`src/rtl/bia_pkg.sv`:
```
`timescale 1ns / 1ps
// ----------------------------------------------------------------------------
// Bit interleaver address map - shared package
// Types, codes and constants shared by the datapath, the top and the testbench.
// ----------------------------------------------------------------------------
package bia_pkg;

    localparam int STAGES      = 6;
    localparam int IDX_W       = 19;
    localparam int CFG_IDX_W   = 2;
    localparam int CFG_DATA_W  = 2;

    localparam logic [18:0] MAIN_FRAME_BITS = 19'd365440;
    localparam logic [18:0] SEC_FRAME_BITS  = 19'd3200;
    localparam logic [10:0] SEC_K_OFFSET    = 11'd1142;

    // Reciprocals for division by a constant: x/5 = (x*RECIP5) >> 21 for
    // x below 2^18, x/9 = (x*RECIP9) >> 17 for x below 2^13,
    // x/10 = (x*RECIP10) >> 11 for x below 2^8, x/9 = (x*RECIP9_S) >> 9
    // for x below 2^6.
    localparam logic [18:0] RECIP5   = 19'd419431;
    localparam logic [13:0] RECIP9   = 14'd14564;
    localparam logic [7:0]  RECIP10  = 8'd205;
    localparam logic [5:0]  RECIP9_S = 6'd57;

    typedef enum logic [CFG_IDX_W-1:0] {
        CFG_ENGINE = 2'd0,
        CFG_FACTOR = 2'd1
    } t_cfg_reg;

    typedef struct packed {
        logic       engine;
        logic [1:0] factor_log2;
    } t_cfg;

    typedef struct packed {
        logic [STAGES-1:0] en;
    } t_pipe_ctl;

    typedef struct packed {
        logic [3:0] block_num;
        logic [4:0] row_num;
        logic [4:0] partition_num;
        logic [5:0] column_num;
        logic       in_range;
    } t_result;

    // Fixed partition order of the interleaver.
    function automatic logic [4:0] part_of(input logic [4:0] idx);
        logic [4:0] p;
        case (idx)
            5'd0:    p = 5'd10;
            5'd1:    p = 5'd2;
            5'd2:    p = 5'd18;
            5'd3:    p = 5'd6;
            5'd4:    p = 5'd14;
            5'd5:    p = 5'd8;
            5'd6:    p = 5'd16;
            5'd7:    p = 5'd0;
            5'd8:    p = 5'd12;
            5'd9:    p = 5'd4;
            5'd10:   p = 5'd11;
            5'd11:   p = 5'd3;
            5'd12:   p = 5'd19;
            5'd13:   p = 5'd7;
            5'd14:   p = 5'd15;
            5'd15:   p = 5'd9;
            5'd16:   p = 5'd17;
            5'd17:   p = 5'd1;
            5'd18:   p = 5'd13;
            5'd19:   p = 5'd5;
            default: p = 5'd0;
        endcase
        return p;
    endfunction

endpackage

```
`src/rtl/bia_if.sv`:
```
`timescale 1ns / 1ps
// ----------------------------------------------------------------------------
// Bit interleaver address map - channel interfaces
// Offset input, address result and configuration write channels.
// ----------------------------------------------------------------------------
interface bia_in_if;
    logic        valid;
    logic        ready;
    logic [18:0] bit_index;

    modport source (output valid, output bit_index, input ready);
    modport sink   (input valid, input bit_index, output ready);
endinterface

interface bia_out_if;
    logic       valid;
    logic       ready;
    logic [3:0] block_num;
    logic [4:0] row_num;
    logic [4:0] partition_num;
    logic [5:0] column_num;
    logic       in_range;

    modport source (output valid, output block_num, output row_num,
                    output partition_num, output column_num, output in_range,
                    input ready);
    modport sink   (input valid, input block_num, input row_num,
                    input partition_num, input column_num, input in_range,
                    output ready);
endinterface

interface bia_cfg_if;
    logic       valid;
    logic       ready;
    logic [1:0] index;
    logic [1:0] data;

    modport source (output valid, output index, output data, input ready);
    modport sink   (input valid, input index, input data, output ready);
endinterface

```
`src/rtl/bia_datapath.sv`:
```
`timescale 1ns / 1ps
// ----------------------------------------------------------------------------
// Bit interleaver address map - six-stage datapath
// Offset scaling, constant division, partition lookup and row/column mapping.
// ----------------------------------------------------------------------------
module bia_datapath (
    input  logic                 i_clk,
    input  bia_pkg::t_pipe_ctl   i_ctl,
    input  bia_pkg::t_cfg        i_cfg,
    input  logic [18:0]          i_bit_index,
    output bia_pkg::t_result     o_result
);
    import bia_pkg::*;

    // Stage 1: range check and scaled offset
    logic [18:0] r1_i;
    logic [19:0] r1_j;
    logic        r1_ok, r1_eng, r1_m1;
    logic [2:0]  n1_add;
    logic [19:0] n1_j;

    always_comb begin
        case (i_cfg.factor_log2)
            2'd2:    n1_add = 3'd2;
            2'd3:    n1_add = 3'd4;
            default: n1_add = 3'd0;
        endcase
        n1_j = ({1'b0, i_bit_index} + 20'(n1_add)) >> i_cfg.factor_log2;
    end

    always_ff @(posedge i_clk) begin
        if (i_ctl.en[0]) begin
            r1_i   <= i_bit_index;
            r1_j   <= n1_j;
            r1_eng <= i_cfg.engine;
            r1_m1  <= (i_cfg.factor_log2 == 2'd0);
            r1_ok  <= i_cfg.engine ? (i_bit_index < SEC_FRAME_BITS)
                                   : (i_bit_index < MAIN_FRAME_BITS);
        end
    end

    // Stage 2: divide both offsets by 20
    logic [36:0] n2_pj, n2_pi;
    logic [14:0] r2_qj, r2_qi;
    logic [4:0]  r2_j5, r2_i5;
    logic        r2_ok, r2_eng, r2_m1;

    assign n2_pj = 37'(r1_j[19:2]) * 37'(RECIP5);
    assign n2_pi = 37'(r1_i[18:2]) * 37'(RECIP5);

    always_ff @(posedge i_clk) begin
        if (i_ctl.en[1]) begin
            r2_qj  <= n2_pj[35:21];
            r2_qi  <= n2_pi[35:21];
            r2_j5  <= r1_j[4:0];
            r2_i5  <= r1_i[4:0];
            r2_ok  <= r1_ok;
            r2_eng <= r1_eng;
            r2_m1  <= r1_m1;
        end
    end

    // Stage 3: remainders, k index and candidate blocks
    logic [4:0]  n3_pidx_main, n3_pidx_sec;
    logic [15:0] n3_p10;
    logic [4:0]  n3_q10;
    logic [3:0]  n3_rem10;
    logic [10:0] n3_k;
    logic [4:0]  r3_pidx;
    logic [10:0] r3_k;
    logic [3:0]  r3_blk_sec, r3_blk_alt, r3_q20lo;
    logic        r3_ok, r3_eng, r3_m1;

    always_comb begin
        // Only the low five bits of 20*q matter: the remainder is below 20.
        n3_pidx_main = r2_j5 - (5'({r2_qj[0], 4'd0}) + 5'({r2_qj[2:0], 2'd0}));
        n3_pidx_sec  = r2_i5 - (5'({r2_qi[0], 4'd0}) + 5'({r2_qi[2:0], 2'd0}));
        n3_p10       = 16'(r2_qi[7:0]) * 16'(RECIP10);
        n3_q10       = n3_p10[15:11];
        n3_rem10     = r2_qi[3:0] - (4'({n3_q10[2:0], 1'b0}) + 4'({n3_q10[0], 3'd0}));
        n3_k         = r2_eng ? (SEC_K_OFFSET + 11'(n3_rem10)) : r2_qi[14:4];
    end

    always_ff @(posedge i_clk) begin
        if (i_ctl.en[2]) begin
            r3_pidx    <= r2_eng ? n3_pidx_sec : n3_pidx_main;
            r3_k       <= n3_k;
            r3_blk_sec <= n3_q10[3:0];
            r3_blk_alt <= r2_i5[3:0] + r2_qi[7:4];
            r3_q20lo   <= r2_qi[3:0];
            r3_ok      <= r2_ok;
            r3_eng     <= r2_eng;
            r3_m1      <= r2_m1;
        end
    end

    // Stage 4: partition, block, row and the column sum
    logic [4:0]  n4_part;
    logic [7:0]  n4_p7;
    logic [3:0]  n4_blk;
    logic [14:0] n4_k11;
    logic [11:0] n4_p57;
    logic [4:0]  r4_part, r4_row;
    logic [3:0]  r4_blk;
    logic [14:0] r4_s;
    logic        r4_ok;

    always_comb begin
        n4_part = part_of(r3_pidx);
        n4_p7   = 8'(n4_part) * 8'd7;
        if (r3_eng) begin
            n4_blk = r3_blk_sec;
        end else if (r3_m1) begin
            n4_blk = r3_q20lo + n4_p7[3:0];
        end else begin
            n4_blk = r3_blk_alt;
        end
        n4_k11 = 15'(r3_k) * 15'd11;
        n4_p57 = 12'(r3_k[10:5]) * 12'(RECIP9_S);
    end

    always_ff @(posedge i_clk) begin
        if (i_ctl.en[3]) begin
            r4_part <= n4_part;
            r4_blk  <= n4_blk;
            r4_row  <= n4_k11[4:0];
            r4_s    <= n4_k11 + 15'(n4_p57[11:9]);
            r4_ok   <= r3_ok;
        end
    end

    // Stage 5: column sum divided by 36
    logic [26:0] n5_p9;
    logic [8:0]  r5_q;
    logic [14:0] r5_s;
    logic [4:0]  r5_part, r5_row;
    logic [3:0]  r5_blk;
    logic        r5_ok;

    assign n5_p9 = 27'(r4_s[14:2]) * 27'(RECIP9);

    always_ff @(posedge i_clk) begin
        if (i_ctl.en[4]) begin
            r5_q    <= n5_p9[25:17];
            r5_s    <= r4_s;
            r5_part <= r4_part;
            r5_row  <= r4_row;
            r5_blk  <= r4_blk;
            r5_ok   <= r4_ok;
        end
    end

    // Stage 6: column remainder, drop fields of an out-of-range offset
    logic [5:0] n6_col;
    t_result    r6_res;

    assign n6_col = r5_s[5:0] - (6'({r5_q[0], 5'd0}) + 6'({r5_q[3:0], 2'd0}));

    always_ff @(posedge i_clk) begin
        if (i_ctl.en[5]) begin
            r6_res.in_range      <= r5_ok;
            r6_res.block_num     <= r5_ok ? r5_blk  : 4'd0;
            r6_res.row_num       <= r5_ok ? r5_row  : 5'd0;
            r6_res.partition_num <= r5_ok ? r5_part : 5'd0;
            r6_res.column_num    <= r5_ok ? n6_col  : 6'd0;
        end
    end

    assign o_result = r6_res;

endmodule

```
`src/rtl/bit_interleaver_address_map.sv`:
```
`timescale 1ns / 1ps
// ----------------------------------------------------------------------------
// Bit interleaver address map - top level
// Maps a bit offset of a transfer frame to block, row, partition and column.
// ----------------------------------------------------------------------------
// Pipeline: six register stages; an accepted offset moves through them in turn
//   and its result is valid on the output once it reaches the last one.
// Throughput: 1 item per cycle without stalls; the six-stage pipeline sets it,
//   and constant dividers (by 20, 10, 288, 36) each sit in a stage of their own.
// Stall: a stage advances only when the one after it is empty or moving.
// Reset: synchronous, active low; clears stage valid bits and both registers.
// ----------------------------------------------------------------------------
module bit_interleaver_address_map (
    input  logic       i_clk,
    input  logic       i_rst_n,
    bia_cfg_if.sink    i_cfg,
    bia_in_if.sink     i_in,
    bia_out_if.source  o_out
);
    import bia_pkg::*;

    // Configuration registers, always ready.
    t_cfg r_cfg;

    assign i_cfg.ready = 1'b1;

    always_ff @(posedge i_clk) begin
        if (!i_rst_n) begin
            r_cfg <= '0;
        end else if (i_cfg.valid) begin
            unique case (i_cfg.index)
                CFG_ENGINE: r_cfg.engine      <= i_cfg.data[0];
                CFG_FACTOR: r_cfg.factor_log2 <= i_cfg.data;
                default:    r_cfg             <= r_cfg;  // drop unknown index
            endcase
        end
    end

    // Valid bits travel with the stage registers. A stage may load when it
    // is empty or when its item moves on in the same cycle.
    logic [STAGES-1:0] r_vld;
    logic [STAGES-1:0] adv;
    logic [STAGES-1:0] src_vld;
    t_pipe_ctl         ctl;

    always_comb begin
        adv[STAGES-1] = !r_vld[STAGES-1] || o_out.ready;
        for (int s = STAGES - 2; s >= 0; s--) begin
            adv[s] = !r_vld[s] || adv[s+1];
        end
        src_vld = {r_vld[STAGES-2:0], i_in.valid};
        ctl.en  = adv & src_vld;  // hold payload registers when nothing arrives
    end

    assign i_in.ready = adv[0];

    always_ff @(posedge i_clk) begin
        if (!i_rst_n) begin
            r_vld <= '0;
        end else begin
            for (int s = 0; s < STAGES; s++) begin
                if (adv[s]) begin
                    r_vld[s] <= src_vld[s];
                end
            end
        end
    end

    // Datapath
    t_result res;

    bia_datapath u_datapath (
        .i_clk       (i_clk),
        .i_ctl       (ctl),
        .i_cfg       (r_cfg),
        .i_bit_index (i_in.bit_index),
        .o_result    (res)
    );

    assign o_out.valid         = r_vld[STAGES-1];
    assign o_out.block_num     = res.block_num;
    assign o_out.row_num       = res.row_num;
    assign o_out.partition_num = res.partition_num;
    assign o_out.column_num    = res.column_num;
    assign o_out.in_range      = res.in_range;

    // Checks
    a_fields_bounded: assert property (@(posedge i_clk) disable iff (!i_rst_n)
        o_out.valid && o_out.in_range |->
            (o_out.partition_num < 5'd20) && (o_out.column_num < 6'd36))
        else $error("partition or column out of bounds");

    a_out_of_range_zero: assert property (@(posedge i_clk) disable iff (!i_rst_n)
        o_out.valid && !o_out.in_range |->
            (o_out.block_num == 4'd0) && (o_out.row_num == 5'd0) &&
            (o_out.partition_num == 5'd0) && (o_out.column_num == 6'd0))
        else $error("out-of-range item carries nonzero fields");

    a_accept_enters: assert property (@(posedge i_clk) disable iff (!i_rst_n)
        i_in.valid && i_in.ready |=> r_vld[0])
        else $error("accepted item lost at first stage");

    a_empty_tail_ready: assert property (@(posedge i_clk) disable iff (!i_rst_n)
        !r_vld[STAGES-1] |-> i_in.ready)
        else $error("input stalled while output stage empty");

endmodule

```
`src/flat_wrapper.sv`:
```
// flat-port wrapper written by rule: the top's interface ports become plain ports
module bit_interleaver_address_map_flat import bia_pkg::*;
  (i_clk, i_rst_n, i_cfg_valid, i_cfg_index, i_cfg_data, i_cfg_ready, i_in_valid, i_in_bit_index, i_in_ready, o_out_valid, o_out_block_num, o_out_row_num, o_out_partition_num, o_out_column_num, o_out_in_range, o_out_ready);
  bia_cfg_if i_cfg_i ();
  bia_in_if i_in_i ();
  bia_out_if o_out_i ();
  input  logic i_clk;
  input  logic i_rst_n;
  input wire logic [$bits(i_cfg_i.valid)-1:0] i_cfg_valid;
  input wire logic [$bits(i_cfg_i.index)-1:0] i_cfg_index;
  input wire logic [$bits(i_cfg_i.data)-1:0] i_cfg_data;
  output wire logic [$bits(i_cfg_i.ready)-1:0] i_cfg_ready;
  input wire logic [$bits(i_in_i.valid)-1:0] i_in_valid;
  input wire logic [$bits(i_in_i.bit_index)-1:0] i_in_bit_index;
  output wire logic [$bits(i_in_i.ready)-1:0] i_in_ready;
  output wire logic [$bits(o_out_i.valid)-1:0] o_out_valid;
  output wire logic [$bits(o_out_i.block_num)-1:0] o_out_block_num;
  output wire logic [$bits(o_out_i.row_num)-1:0] o_out_row_num;
  output wire logic [$bits(o_out_i.partition_num)-1:0] o_out_partition_num;
  output wire logic [$bits(o_out_i.column_num)-1:0] o_out_column_num;
  output wire logic [$bits(o_out_i.in_range)-1:0] o_out_in_range;
  input wire logic [$bits(o_out_i.ready)-1:0] o_out_ready;
  assign i_cfg_i.valid = i_cfg_valid;
  assign i_cfg_i.index = i_cfg_index;
  assign i_cfg_i.data = i_cfg_data;
  assign i_cfg_ready = i_cfg_i.ready;
  assign i_in_i.valid = i_in_valid;
  assign i_in_i.bit_index = i_in_bit_index;
  assign i_in_ready = i_in_i.ready;
  assign o_out_valid = o_out_i.valid;
  assign o_out_block_num = o_out_i.block_num;
  assign o_out_row_num = o_out_i.row_num;
  assign o_out_partition_num = o_out_i.partition_num;
  assign o_out_column_num = o_out_i.column_num;
  assign o_out_in_range = o_out_i.in_range;
  assign o_out_i.ready = o_out_ready;
  bit_interleaver_address_map u_core (.i_clk(i_clk), .i_rst_n(i_rst_n), .i_cfg(i_cfg_i), .i_in(i_in_i), .o_out(o_out_i));
endmodule
```
`config.mk`:
```
export PLATFORM = sky130hd
export DESIGN_NAME = bit_interleaver_address_map_flat
export DESIGN_NICKNAME = d
export VERILOG_FILES = /design/src/rtl/bia_pkg.sv /design/src/rtl/bia_if.sv /design/src/rtl/bia_datapath.sv /design/src/rtl/bit_interleaver_address_map.sv /design/src/flat_wrapper.sv
export SDC_FILE = /design/constraint.sdc
export NUM_CORES = 1
export LEC_CHECK = 0
export ABC_AREA = 1
export BUFFER_PORTS_ARGS = -buffer_cell sky130_fd_sc_hd__buf_2
export CAP_MARGIN = 20
export CORE_MARGIN = 2
export CORE_UTILIZATION = 59
export CTS_CLUSTER_DIAMETER = 150
export DETAILED_ROUTE_END_ITERATION = 10
export GPL_TIMING_DRIVEN = 0
export PLACE_DENSITY = 0.79
export SLEW_MARGIN = 40
export SYNTH_ARGS = -nofsm -noshare
export SYNTH_HDL_FRONTEND = slang
export SYNTH_SLANG_ARGS = --single-unit
```
`constraint.sdc`:
```
create_clock -name i_clk -period 5.13 [get_ports i_clk]
set_clock_uncertainty 0.15 [all_clocks]
set_input_delay 0.7695 -clock i_clk [delete_from_list [all_inputs] [get_ports i_clk]]
set_output_delay 0.7695 -clock i_clk [all_outputs]
set_load 0.01 [all_outputs]
```
==> impl_metrics.yaml <==
worst_setup_path:
  timing.rr.end: "u_core.u_datapath.r2_qi[8]$_DFFE_PP_"
  ff2ff_setup_slack_ps: -120
  cp_top_family: "adder cells"
  crit_buf_inv: 4
  critPathLaunchType: "register"
  worstPathCellList: "fa_1 -> inv_1 -> fa_1 -> inv_2 -> fa_1 -> inv_1 -> fa_1 -> fa_1 -> fa_1 -> inv_2 -> ha_4 -> nand2_4 -> nor2_1 -> nor2_2 -> o21ai_1 -> a21oi_2 -> nand2_1 -> nand2_1 -> nand2_2"
  r2r_start: "u_core.u_datapath.r1_i[16]$_DFFE_PP_"
  critPathArrivalTime_ps: 5320
  cp_max_fo: 3
  slowest_stage: "fa_1"
  reg2reg_depth: 19
  crit_top_cell: "fa_1"
  worstSetupPathType: "register to register"
  critical_path.endpoint_type: "register"
  crit_path_max_incr_delay_ps: 550
  cp.required_ps: 5200
sta:
  slew_headroom: 0.551
  finalMaxSlewViolations: 0
  timing.final.crit_share: 1.02
  timing.fmax_ghz: 0.190
  hold_violations: 0
  setup_viol: 8
  rsz0062_at_grt: "yes"
  min_period_ps: 5250
  setup-tns-final_ps: -659
  worst_slack_ps: -123
  worst_slew_pin_slew_ps: 673
synthesis:
  synth_top_area_share: 0.242
  synth_area_leaders: "edfxtp_1, ha_1, fa_1"
  seq_area_frac_synth: 0.254
  synth-seq-cells: 194
  synth_warnings: 0
  synth_edf_count: 180
  netlist_instances: 2437
  syn_avg_cell_area_um2: 9.18
  synth_area_leader_cell: "edfxtp_1"
  synth_top_flop_cell: "edfxtp_1"
  syn_nets: 3074
  synth_cell_types: 51
  async_flop_share: 0
  syn-cell-area_um2: 22400
floorplan:
  coreArea_um2: 37500
  die_area_um2: 39500
  dieWidth_um: 199
  rows: 71
  boundaryPins: 52
  start_util: 0.597
  die_height_um: 199
drt:
  vias: 16616
  drc: 0
  drtIter0Drc: 865
  drtAntennaViolNets: 0
  routed_wl_um: 51100
  wire_per_inst_um: 16.4
  via_per_inst: 5.35
  dr.pass1.iters: 5
global_routing:
  grt_pass1_vias: 17240
  grt_max_degree: 35
  overflow: 0
  grt_pass1_wl_um: 80600
  antenna_found_initial: 0
  track_usage: 0.259
place:
  hpwl_um: 40000
  gp_congestion: 0.995
  io_buffer_count: 50
layout:
  nNetsFinal: 3220
  area_growth_pct: 15.0
  layout-drive-gt1-share: 0.170
  layout_common_cells: "inv_1, nand2_1, ha_1, fa_1, edfxtp_1"
  antenna_cells: 0
  final_common_cell: "inv_1"
worst_hold_path:
  min_from: "u_core.u_datapath.r4_s[0]$_DFFE_PP_"
  hold_path_depth: 0
  min_path_type: "register to register"
  min_to: "u_core.u_datapath.r5_s[0]$_DFFE_PP_"
clock_tree:
  htreeDepth: 4
  cts_tree: "done"
  cts_buffer_depth: 2
  cts_made_buffers: 17
  cts_hold_buf: 0
  clk_pin_slew_ps: 90
  numClockSinks: 194
  clk_latency_ps: 480
  cts_root_buf: "clkbuf_16"
run:
  maxCapViolations: 0
run_status:
  violations: "negative setup slack"
  status: "complete, but fails checks"
[repair_timing]
action / CTS / global route
pin swaps: 65 / 119
setup buffers: 53 / 21
endpoints found under the setup margin: 24 / 27
resized for setup: 104 / 175
[worst max path at each step]
| stage | from | cells past startpoint | endpoint | slack (ps) |
|---|---|---|---|---|
| floorplan | u_core.u_datapath.r1_i[8]$_DFFE_PP_ | 21 | u_core.u_datapath.r2_qi[13]$_DFFE_PP_ | 20 |
| global placement | u_core.u_datapath.r1_i[16]$_DFFE_PP_ | 20 | u_core.u_datapath.r2_qi[0]$_DFFE_PP_ | -550 |
| detailed placement | u_core.u_datapath.r1_i[16]$_DFFE_PP_ | 20 | u_core.u_datapath.r2_qi[0]$_DFFE_PP_ | -580 |
| CTS | u_core.u_datapath.r1_i[16]$_DFFE_PP_ | 20 | u_core.u_datapath.r2_qi[0]$_DFFE_PP_ | -80 |
| global route | u_core.u_datapath.r1_i[17]$_DFFE_PP_ | 18 | u_core.u_datapath.r2_qi[9]$_DFFE_PP_ | -250 |
| finish | u_core.u_datapath.r1_i[16]$_DFFE_PP_ | 19 | u_core.u_datapath.r2_qi[8]$_DFFE_PP_ | -120 |
[state kept, by name (all words and copies together), names as in the netlist, 6 cells and up]
signal	count
u_core.r_vld	6
u_core.u_datapath.o_result	21
u_core.u_datapath.r1_i	19
u_core.u_datapath.r1_j	20
u_core.u_datapath.r2_qi	15
u_core.u_datapath.r3_k	11
u_core.u_datapath.r4_s	15
u_core.u_datapath.r5_s	6
[logic make-up after synthesis]
family / count (synthesis) / share of synthesized area
XOR/XNOR: 77 / 0.0308
adder cells (fa/ha/maj): 609 / 0.418
flip-flops: 194 / 0.254
multiplexers: 3 / 0.00134
buffers and inverters: 652 / 0.110
AND/OR/NAND/NOR: 701 / 0.136
other: 1 / 0.000168
AO/OA/AOI/OAI: 200 / 0.0492
[worst register-to-register path, cell delays in order, from the launching register on]
cell	delay (ps)
edfxtp_1	430
fa_1	550
inv_1	50
fa_1	510
inv_2	50
fa_1	500
inv_1	50
fa_1	510
fa_1	470
fa_1	550
inv_2	60
ha_4	260
nand2_4	100
nor2_1	60
nor2_2	230
o21ai_1	120
a21oi_2	160
nand2_1	60
nand2_1	60
nand2_2	60
[through the flow]
step | hold slack (ps) | area, µm² | worst slack [ps] | util | std cells
after detailed placement | 245 | 23300 | -581 | 0.623 | 3001
after floorplan | 236 | 22400 | 23.4 | - | 2437
after global routing | 272 | 25700 | -251 | 0.686 | 3107
after global placement | 238 | 23300 | -547 | 0.621 | 2998
after CTS | 265 | 24800 | -79.0 | 0.663 | 3086
final | 263 | 25700 | -123 | 0.686 | 3107
[synth_stat cells, drive strengths merged (5+ instances only)]
cell      n
xnor2    41
nand4    17
nand2   393
nor3     24
o21bai    6
o21a      5
a21oi    89
fa      231
ha      378
o21ai    73
a31oi     6
nand3   124
a21o      7
or2       6
xor2     36
buf       8
dfxtp    14
inv     639
nor2    130
edfxtp  180
[area by class of cell]
class                      instances  area [µm²]
multi-input combinational       1591       15400
fill                            2703       11800
sequential                       194        5690
inverter                         641        2410
timing repair buffer             127         898
tap                              511         639
clock buffer                      17         425
clock inverter                    15         226
buffer                            11        58.8
[layer usage]
| metal | routed length [µm] | track usage |
|---|---|---|
| met3 | 2480 | 0.0437 |
| met2 | 27200 | 0.477 |
| met1 | 19900 | 0.302 |
| met4 | 1550 | 0.0915 |
| met5 | 0 | 0 |
Power is left out: the tool's default activity adds up to more than one toggle a clock period on the data nets, which glitch-free logic cannot reach.
